### src/hw/rtl/rational_arith_reduce_top_defines.svh
// Assertion macros used by the rational reduction controller.
`ifndef RATIONAL_ARITH_REDUCE_TOP_DEFINES_SVH
`define RATIONAL_ARITH_REDUCE_TOP_DEFINES_SVH

// Same-cycle implication, checked on i_clk outside reset.
`define RAR_ASSERT_SAME(lbl, ante, cons, msg) \
    lbl: assert property (@(posedge i_clk) disable iff (!i_rst_n) (ante) |-> (cons)) \
        else $error(msg);

// Next-cycle implication, checked on i_clk outside reset.
`define RAR_ASSERT_NEXT(lbl, ante, cons, msg) \
    lbl: assert property (@(posedge i_clk) disable iff (!i_rst_n) (ante) |=> (cons)) \
        else $error(msg);

`endif

### src/hw/rtl/rar_pkg.sv
// Shared codes, widths and controller/datapath interface types.
package rar_pkg;

    // Operation codes carried on the input tuser
    localparam logic [2:0] FUNC_ADD = 3'd0;
    localparam logic [2:0] FUNC_SUB = 3'd1;
    localparam logic [2:0] FUNC_MUL = 3'd2;
    localparam logic [2:0] FUNC_DIV = 3'd3;
    localparam logic [2:0] FUNC_INC = 3'd4;
    localparam logic [2:0] FUNC_DEC = 3'd5;

    localparam int FUNC_W    = 3;
    localparam int RES_NUM_W = 33;
    localparam int RES_DEN_W = 31;

    // Which product the shared multiplier forms
    typedef enum logic [1:0] {
        MS_NUM0,
        MS_NUM1,
        MS_DEN
    } t_mul_sel;

    typedef struct packed {
        logic     load;
        logic     mul_en;
        t_mul_sel mul_sel;
        logic     comb;
        logic     mag;
        logic     gcd_step;
        logic     div_init;
        logic     div_step;
        logic     out_load;
    } t_dp_cmd;

    typedef struct packed {
        logic gcd_done;
        logic div_done;
    } t_dp_status;

endpackage

### src/hw/rtl/rar_dp.sv
// Datapath: operand capture, shared multiplier, binary GCD and dual divider.
module rar_dp import rar_pkg::*; #(
    parameter int WIDTH = 16
) (
    input  logic                        i_clk,
    input  t_dp_cmd                     i_cmd,
    input  logic [FUNC_W-1:0]           i_func,
    input  logic signed [WIDTH-1:0]     i_a_num,
    input  logic signed [WIDTH-1:0]     i_a_den,
    input  logic signed [WIDTH-1:0]     i_b_num,
    input  logic signed [WIDTH-1:0]     i_b_den,
    output t_dp_status                  o_status,
    output logic signed [RES_NUM_W-1:0] o_res_num,
    output logic [RES_DEN_W-1:0]        o_res_den,
    output logic                        o_div_by_zero
);

    localparam int PW = 2 * WIDTH;
    localparam int RW = (2 * WIDTH + 1 > 64) ? 64 : 2 * WIDTH + 1;
    localparam int KW = $clog2(RW);
    localparam int CW = $clog2(RW + 1);
    localparam int OW = (RW > RES_NUM_W) ? RW : RES_NUM_W;
    localparam int DW = (RW > RES_DEN_W) ? RW : RES_DEN_W;

    logic [FUNC_W-1:0]       r_func;
    logic signed [WIDTH-1:0] r_an, r_ad, r_bn, r_bd;
    logic signed [PW-1:0]    r_p0, r_p1, r_pd;
    logic signed [RW-1:0]    r_rn, r_rd;
    logic                    r_neg, r_zero;
    logic [RW-1:0]           r_u, r_v, r_g;
    logic [KW-1:0]           r_k;
    logic [RW-1:0]           r_qn, r_qd, r_mn, r_md;
    logic [CW-1:0]           r_cnt;
    logic signed [RES_NUM_W-1:0] r_res_num;
    logic [RES_DEN_W-1:0]    r_res_den;
    logic                    r_dz;

    logic signed [WIDTH-1:0] w_mx, w_my;
    logic signed [PW-1:0]    w_prod;
    logic signed [RW-1:0]    w_rn, w_rd;
    logic [RW-1:0]           w_nmag, w_dmag;
    logic [RW-1:0]           w_diff;
    logic                    w_u_gt;
    logic                    w_gcd_done;
    logic [RW:0]             w_tn, w_td;
    logic                    w_gen, w_ged;
    logic [RW:0]             w_tn_sub, w_td_sub;
    logic [OW-1:0]           w_qn_ext, w_num_s;
    logic [DW-1:0]           w_qd_ext;

    // Select multiplier operands for the current product
    always_comb begin
        case (i_cmd.mul_sel)
            MS_NUM0: begin
                w_mx = r_an;
                w_my = (r_func == FUNC_MUL) ? r_bn : r_bd;
            end
            MS_NUM1: begin
                w_mx = r_bn;
                w_my = r_ad;
            end
            MS_DEN: begin
                w_mx = r_ad;
                w_my = (r_func == FUNC_DIV) ? r_bn : r_bd;
            end
            default: begin
                w_mx = r_an;
                w_my = r_bd;
            end
        endcase
    end

    assign w_prod = w_mx * w_my;

    // Combine products (or operand a for increment and decrement) into the raw fraction, wrapping at RW bits
    always_comb begin
        case (r_func)
            FUNC_ADD: begin
                w_rn = RW'(r_p0) + RW'(r_p1);
                w_rd = RW'(r_pd);
            end
            FUNC_SUB: begin
                w_rn = RW'(r_p0) - RW'(r_p1);
                w_rd = RW'(r_pd);
            end
            FUNC_MUL, FUNC_DIV: begin
                w_rn = RW'(r_p0);
                w_rd = RW'(r_pd);
            end
            FUNC_INC: begin
                w_rn = RW'(r_an) + RW'(r_ad);
                w_rd = RW'(r_ad);
            end
            FUNC_DEC: begin
                w_rn = RW'(r_an) - RW'(r_ad);
                w_rd = RW'(r_ad);
            end
            default: begin
                w_rn = '0;
                w_rd = RW'(1);
            end
        endcase
    end

    // Absolute values of the raw fraction
    assign w_nmag = r_rn[RW-1] ? (RW'(0) - r_rn) : r_rn;
    assign w_dmag = r_rd[RW-1] ? (RW'(0) - r_rd) : r_rd;

    // Binary GCD step terms
    assign w_u_gt     = r_u > r_v;
    assign w_diff     = w_u_gt ? (r_u - r_v) : (r_v - r_u);
    assign w_gcd_done = r_zero || (r_u == r_v);

    // Restoring divider lanes sharing divisor r_g
    assign w_tn     = {r_mn, r_qn[RW-1]};
    assign w_td     = {r_md, r_qd[RW-1]};
    assign w_tn_sub = w_tn - {1'b0, r_g};
    assign w_td_sub = w_td - {1'b0, r_g};
    assign w_gen    = w_tn >= {1'b0, r_g};
    assign w_ged    = w_td >= {1'b0, r_g};

    // Reapply the result sign and fit to the output widths
    assign w_qn_ext = OW'(r_qn);
    assign w_num_s  = r_neg ? (OW'(0) - w_qn_ext) : w_qn_ext;
    assign w_qd_ext = DW'(r_qd);

    always_ff @(posedge i_clk) begin
        if (i_cmd.load) begin
            r_func <= i_func;
            r_an   <= i_a_num;
            r_ad   <= i_a_den;
            r_bn   <= i_b_num;
            r_bd   <= i_b_den;
        end
        if (i_cmd.mul_en) begin
            case (i_cmd.mul_sel)
                MS_NUM0: r_p0 <= w_prod;
                MS_NUM1: r_p1 <= w_prod;
                MS_DEN:  r_pd <= w_prod;
                default: r_p0 <= w_prod;
            endcase
        end
        if (i_cmd.comb) begin
            r_rn <= w_rn;
            r_rd <= w_rd;
        end
        // Seed the GCD with the magnitudes
        if (i_cmd.mag) begin
            r_neg  <= r_rn[RW-1] ^ r_rd[RW-1];
            r_zero <= (w_nmag == '0) || (w_dmag == '0);
            r_qn   <= w_nmag;
            r_qd   <= w_dmag;
            r_u    <= w_nmag;
            r_v    <= w_dmag;
            r_k    <= '0;
        end
        // Advance the GCD by one shift or subtract
        if (i_cmd.gcd_step) begin
            if (!r_u[0] && !r_v[0]) begin
                r_u <= r_u >> 1;
                r_v <= r_v >> 1;
                r_k <= r_k + KW'(1);
            end else if (!r_u[0]) begin
                r_u <= r_u >> 1;
            end else if (!r_v[0]) begin
                r_v <= r_v >> 1;
            end else if (w_u_gt) begin
                r_u <= w_diff >> 1;
            end else begin
                r_v <= w_diff >> 1;
            end
        end
        if (i_cmd.div_init) begin
            r_g   <= r_zero ? RW'(1) : (r_u << r_k);
            r_mn  <= '0;
            r_md  <= '0;
            r_cnt <= CW'(RW);
        end
        // Shift one quotient bit into each lane
        if (i_cmd.div_step) begin
            r_qn  <= {r_qn[RW-2:0], w_gen};
            r_qd  <= {r_qd[RW-2:0], w_ged};
            r_mn  <= w_gen ? w_tn_sub[RW-1:0] : w_tn[RW-1:0];
            r_md  <= w_ged ? w_td_sub[RW-1:0] : w_td[RW-1:0];
            r_cnt <= r_cnt - CW'(1);
        end
        if (i_cmd.out_load) begin
            r_res_num <= w_num_s[RES_NUM_W-1:0];
            r_res_den <= w_qd_ext[RES_DEN_W-1:0];
            r_dz      <= (r_qd == '0);
        end
    end

    assign o_status.gcd_done = w_gcd_done;
    assign o_status.div_done = (r_cnt == '0);
    assign o_res_num         = r_res_num;
    assign o_res_den         = r_res_den;
    assign o_div_by_zero     = r_dz;

endmodule

### src/hw/rtl/rar_ctrl.sv
// Controller: sequences multiply, reduce and divide steps and owns the handshakes.
`include "rational_arith_reduce_top_defines.svh"
module rar_ctrl import rar_pkg::*; (
    input  logic       i_clk,
    input  logic       i_rst_n,
    input  logic       i_s_tvalid,
    output logic       o_s_tready,
    output logic       o_m_tvalid,
    input  logic       i_m_tready,
    input  t_dp_status i_status,
    output t_dp_cmd    o_cmd
);

    typedef enum logic [3:0] {
        ST_IDLE,
        ST_MUL_N0,
        ST_MUL_N1,
        ST_MUL_D,
        ST_COMB,
        ST_MAG,
        ST_GCD,
        ST_DIV_INIT,
        ST_DIV,
        ST_DONE
    } t_state;

    t_state r_state, n_state;
    logic   r_m_tvalid, n_m_tvalid;
    logic   w_slot_free;

    assign w_slot_free = !r_m_tvalid || i_m_tready;

    // Decode commands and next state
    always_comb begin
        n_state      = r_state;
        o_cmd        = '0;
        o_cmd.mul_sel = MS_NUM0;
        case (r_state)
            ST_IDLE: begin
                if (i_s_tvalid) begin
                    o_cmd.load = 1'b1;
                    n_state    = ST_MUL_N0;
                end
            end
            ST_MUL_N0: begin
                o_cmd.mul_en  = 1'b1;
                o_cmd.mul_sel = MS_NUM0;
                n_state       = ST_MUL_N1;
            end
            ST_MUL_N1: begin
                o_cmd.mul_en  = 1'b1;
                o_cmd.mul_sel = MS_NUM1;
                n_state       = ST_MUL_D;
            end
            ST_MUL_D: begin
                o_cmd.mul_en  = 1'b1;
                o_cmd.mul_sel = MS_DEN;
                n_state       = ST_COMB;
            end
            ST_COMB: begin
                o_cmd.comb = 1'b1;
                n_state    = ST_MAG;
            end
            ST_MAG: begin
                o_cmd.mag = 1'b1;
                n_state   = ST_GCD;
            end
            ST_GCD: begin
                if (i_status.gcd_done) begin
                    n_state = ST_DIV_INIT;
                end else begin
                    o_cmd.gcd_step = 1'b1;
                end
            end
            ST_DIV_INIT: begin
                o_cmd.div_init = 1'b1;
                n_state        = ST_DIV;
            end
            ST_DIV: begin
                if (i_status.div_done) begin
                    n_state = ST_DONE;
                end else begin
                    o_cmd.div_step = 1'b1;
                end
            end
            ST_DONE: begin
                if (w_slot_free) begin
                    o_cmd.out_load = 1'b1;
                    n_state        = ST_IDLE;
                end
            end
            default: begin
                n_state = ST_IDLE;
            end
        endcase
    end

    // Hold the result valid until the transaction completes
    always_comb begin
        if (o_cmd.out_load) begin
            n_m_tvalid = 1'b1;
        end else if (r_m_tvalid && i_m_tready) begin
            n_m_tvalid = 1'b0;
        end else begin
            n_m_tvalid = r_m_tvalid;
        end
    end

    always_ff @(posedge i_clk) begin
        if (!i_rst_n) begin
            r_state    <= ST_IDLE;
            r_m_tvalid <= 1'b0;
        end else begin
            r_state    <= n_state;
            r_m_tvalid <= n_m_tvalid;
        end
    end

    assign o_s_tready = (r_state == ST_IDLE);
    assign o_m_tvalid = r_m_tvalid;

    `RAR_ASSERT_NEXT(a_accept_starts, i_s_tvalid && o_s_tready, r_state == ST_MUL_N0,
        "accepted transaction did not start the multiply sequence")
    `RAR_ASSERT_SAME(a_load_slot_free, o_cmd.out_load, !r_m_tvalid || i_m_tready,
        "result loaded over an untaken output")
    `RAR_ASSERT_SAME(a_valid_after_done, $rose(r_m_tvalid), $past(r_state) == ST_DONE,
        "output valid rose outside the done step")
    `RAR_ASSERT_SAME(a_no_step_when_done, o_cmd.gcd_step, !i_status.gcd_done,
        "GCD stepped after convergence")

endmodule

### src/hw/rtl/rational_arith_reduce_top.sv
// Top level of the rational arithmetic unit with GCD reduction.
//
// Usage: one fraction pair and an operation enter on the slave stream; one
// reduced fraction leaves on the master stream for each accepted transaction.
// i_s_tuser carries the operation (add, subtract, multiply, divide, increment
// a, decrement a); i_s_tdata carries a_num, a_den, b_num, b_den.
// o_m_tdata carries res_num then res_den; o_m_tuser is the divide-by-zero flag.
// Sequence, with RW = min(2*WIDTH+1, 64): three products on the shared
// multiplier, a combine step and a magnitude step, the binary GCD (one
// shift or subtract per cycle plus the convergence check), a divider setup
// step, the bit-serial divider that forms both RW-bit quotients, and the
// output load. The next transaction is accepted in the cycle after the
// output load at the earliest.
// One transaction is in work at a time; o_s_tready is high only while idle.
// The output register lets a new transaction start while a result waits;
// while the receiver stalls, the finished result waits in the done step.
// Reset clears the controller and the output valid; no result is pending.
module rational_arith_reduce_top import rar_pkg::*; #(
    parameter int WIDTH = 16
) (
    input  logic                        i_clk,
    input  logic                        i_rst_n,
    input  logic                        i_s_tvalid,
    output logic                        o_s_tready,
    // a_num, a_den, b_num, b_den (WIDTH bits each), zero padded to bytes
    input  logic [((4*WIDTH+7)/8)*8-1:0] i_s_tdata,
    // func
    input  logic [FUNC_W-1:0]           i_s_tuser,
    output logic                        o_m_tvalid,
    input  logic                        i_m_tready,
    // res_num (33 bits), res_den (31 bits)
    output logic [RES_NUM_W+RES_DEN_W-1:0] o_m_tdata,
    // div_by_zero
    output logic                        o_m_tuser
);

    t_dp_cmd                     w_cmd;
    t_dp_status                  w_status;
    logic signed [RES_NUM_W-1:0] w_res_num;
    logic [RES_DEN_W-1:0]        w_res_den;

    rar_ctrl u_ctrl (
        .i_clk      (i_clk),
        .i_rst_n    (i_rst_n),
        .i_s_tvalid (i_s_tvalid),
        .o_s_tready (o_s_tready),
        .o_m_tvalid (o_m_tvalid),
        .i_m_tready (i_m_tready),
        .i_status   (w_status),
        .o_cmd      (w_cmd)
    );

    rar_dp #(
        .WIDTH (WIDTH)
    ) u_dp (
        .i_clk         (i_clk),
        .i_cmd         (w_cmd),
        .i_func        (i_s_tuser),
        .i_a_num       (i_s_tdata[WIDTH-1:0]),
        .i_a_den       (i_s_tdata[2*WIDTH-1:WIDTH]),
        .i_b_num       (i_s_tdata[3*WIDTH-1:2*WIDTH]),
        .i_b_den       (i_s_tdata[4*WIDTH-1:3*WIDTH]),
        .o_status      (w_status),
        .o_res_num     (w_res_num),
        .o_res_den     (w_res_den),
        .o_div_by_zero (o_m_tuser)
    );

    assign o_m_tdata = {w_res_den, w_res_num};

endmodule

### config.mk
export PLATFORM = sky130hd
export DESIGN_NAME = rational_arith_reduce_top
export DESIGN_NICKNAME = d
export VERILOG_FILES = /design/src/hw/rtl/rar_pkg.sv /design/src/hw/rtl/rar_dp.sv /design/src/hw/rtl/rar_ctrl.sv /design/src/hw/rtl/rational_arith_reduce_top.sv
export VERILOG_INCLUDE_DIRS = /design/src /design/src/hw/rtl
export SDC_FILE = /design/constraint.sdc
export NUM_CORES = 2
export LEC_CHECK = 0
export ABC_AREA = 1
export BUFFER_PORTS_ARGS = -buffer_cell sky130_fd_sc_hd__buf_2
export CORE_ASPECT_RATIO = 0.9
export CORE_MARGIN = 8
export CORE_UTILIZATION = 55
export CTS_CLUSTER_SIZE = 30
export DETAILED_ROUTE_END_ITERATION = 10
export MAX_ROUTING_LAYER = met4
export PLACE_DENSITY_LB_ADDON = 0.15
export SLEW_MARGIN = 20
export SYNTH_ARGS = -nofsm -noshare
export SYNTH_HDL_FRONTEND = slang
export SYNTH_HIERARCHICAL = 1
export SYNTH_SLANG_ARGS = --single-unit
### constraint.sdc
create_clock -name i_clk -period 7.4 [get_ports i_clk]
set_clock_uncertainty 0.15 [all_clocks]
set_input_delay 1.48 -clock i_clk [delete_from_list [all_inputs] [get_ports i_clk]]
set_output_delay 1.48 -clock i_clk [all_outputs]
set_load 0.02 [all_outputs]
==> impl_metrics.toml <==
[final_layout]
finalNetCount = 7657
nFillCells = 8316
drive_gt1_share_pct = 11.5
fin_util_pct = 62.7
area_delta_synth_final_pct = 13.4

[worst_setup_path]
cp-end-kind = "flip-flop"
cp_slowest_cell = "fa_1"
path_class = "flip-flop to flip-flop"
cp-start-kind = "flip-flop"
required_ns = 7.66
worst-endpoint-arrival_ns = 7.51
max_stage_delay_ns = 0.52
critPathBufInv = 15
path_delay_family = "adder cells"
crit_fanout = 10
path_common_cell = "buf_4"

[synthesis]
yosys.area.top_type = "edfxtp_1"
synth_compound_area_share_pct = 12.2
syn_inst = 6736
dominantRegCellSynth = "edfxtp_1"
ys_top_cells_by_area = "edfxtp_1 (28%), nand2_1 (14%), fa_1 (11%)"
yosys_warnings = 6
postSynth.asyncResetShare_pct = 0
synth_fp_nets = 7365
synth_seq_cells = 543
syn_area_per_cell_um2 = 7.46
synth_top_family_by_area = "simple AND/OR/NAND/NOR gates"
synthXorXnorAreaFrac_pct = 4.04
synth.area.mux_share_pct = 0.319
synth_top_area_share_pct = 27.8
ys_types = 64
synth_area_um2 = 50300
yosys.area_share.simple_pct = 24.8
synth_fa_ha_area_share_pct = 17.9
synth-seq-area-share_pct = 30.9
synth-edff-count = 466

[floorplan]
die-area_um2 = 101000
die_x_um = 335
fp-row-count = 105
core_area_um2 = 90900
io_pins = 138
start_util_pct = 55.3
die_h_um = 303

[timing]
setup_slack_ns = 0.147
rsz0062_at_grt = "true"
maxSlewHeadroom_pct = 27.4
finalSetupViolations = 0
report.final.slew_viol_count = 0
fmax_ghz = 0.138
period_share_pct = 98.0
period_minus_slack_ns = 7.25
worst_pin_slew_ns = 1.09
finalHoldViolCount = 0

[global_route]
grt_pass1_vias = 45000
grt.total_usage_pct = 36.2
grt_pass1_wl_mm = 274
antenna_found_initial = 6
grt_max_degree = 76
grt_overflow_total = 0

[min_path]
hp-class = "flip-flop to flip-flop"

[place]
port_buffers = 137
place_congestion = 1.06
dp_slack_ns = -0.203
dp_hpwl_mm = 148

[clock_tree]
numCtsBuffers = 59
clockBufferDepth = 3
root_buffer = "clkbuf_16"
clk_pin_slew_worst_paths_ns = 0.06
htreeDepth = 2
cts_tree = "yes"
clk_latency_ns = 0.68
cts_hold_buf = 0
cts_num_sinks = 543

[drt]
routedWlPerCell_um = 22.0
drt_iter0_drc = 5077
wl_met1_mm = 76.6
vias = 47700
drc = 0
firstDrtPassIters = 8
route.met3.wl_mm = 18.2
maxUsedRoutingLayer = "met4"
routed-wl-met2_mm = 79.9
antenna_left = 0
vias_per_cell = 5.74
wirelength_mm = 183

[flow_run]
drv_cap = 0

[run_status]
status = "finished clean"
==> sequential cells by signal, indices dropped and copies added (netlist names), 31 cells and up <==
name	count
u_dp/o_res_num	33
u_dp/r_g	33
u_dp/r_md	33
u_dp/r_mn	33
u_dp/r_qd	33
u_dp/r_qn	33
u_dp/r_rn	33
u_dp/r_u	33
u_dp/r_v	33
u_dp/r_p0	32
u_dp/r_p1	32
u_dp/r_pd	32
u_dp/r_rd	32
u_dp/o_res_den	31
==> layout by cell type, fill, tap and decap left out, types with 17 or more instances in the layout <==
master,count
nor2_2,28
nand2_2,36
a21oi_1,389
inv_2,39
ha_1,269
o21ai_0,394
nand3b_1,18
nor2_1,578
xnor2_1,59
or2_2,36
clkbuf_16,61
ha_4,20
buf_2,137
nand3_1,297
edfxtp_1,466
dfxtp_1,73
o21ai_1,39
nand4_1,80
buf_6,20
o21a_1,21
o21bai_1,28
nand2_1,1811
fa_1,258
inv_1,997
o211ai_1,46
nor3_1,54
clkinv_1,18
nor4_1,26
a21o_1,29
buf_4,281
nor2_4,26
a31oi_1,17
xor2_1,171
==> metal layers <==
metal	vias to the layer above	GRT usage [%]
met1	22500	48.6
met4	0	13.5
met5	-	-
met2	2401	54.4
li1	22300	-
met3	433	7.15
==> kinds of logic after synthesis <==
group / after synthesis
flops: 543
buf+inv: 1278
xor+xnor: 232
fa+ha+maj: 558
compound gates: 1090
simple gates: 3019
mux: 16
==> final timing paths <==
path | from | to | slack [ns] | cells past startpoint
setup / recovery | u_ctrl/r_state[3] | u_dp/r_p1[15] | 0.15 | 35
hold / removal | u_dp/r_qd[22] | u_dp/o_res_den[22] | 0.32 | 0
setup reg to reg | u_ctrl/r_state[3] | u_dp/r_p1[15] | 0.15 | 35
hold reg to reg | u_dp/r_qd[22] | u_dp/o_res_den[22] | 0.32 | 0
==> layout make-up <==
type	instances	area, µm²	area share [%]
clock inverter	40	541	0.949
multi-input combinational	4915	30500	53.6
antenna	5	12.5	0.0220
inverter	1059	4010	7.04
timing repair inverter	1	7.51	0.0132
tap	1230	1540	2.70
sequential	543	15500	27.3
timing repair buffer	449	3230	5.67
clock buffer	72	1570	2.75
==> through the flow <==
stage               area, µm²  hold slack [ns]  cells  setup TNS (ns)
floorplan               50300            0.300   6736               0
global placement        53700            0.321   8157          -0.269
detailed placement      53700            0.324   8157           -3.17
CTS                     55800            0.327   8269               0
global route            57000            0.357   8314          -0.926
finish                  57000            0.322   8314               0
==> cells in the mapped netlist (37+ instances only) <==
cell type	number
a21oi_1	402
clkbuf_1	154
dfxtp_1	77
edfxtp_1	466
fa_1	269
ha_1	289
inv_1	1031
nand2_1	1833
nand3_1	301
nand4_1	80
nor2_1	610
nor3_1	59
o211ai_1	46
o21ai_0	407
or2_2	37
xnor2_1	59
xor2_1	173
==> what timing repair did <==
| action | in CTS | in global routing |
|---|---|---|
| setup buffers | 0 | 39 |
| pin swaps | 0 | 66 |
| gates cloned | 0 | 2 |
| setup endpoints to repair | 36 | 57 |
| gates resized for setup | 18 | 209 |
Power is not shown: default switching activity piles up to over one toggle a cycle in this logic, so the estimate is an artifact.
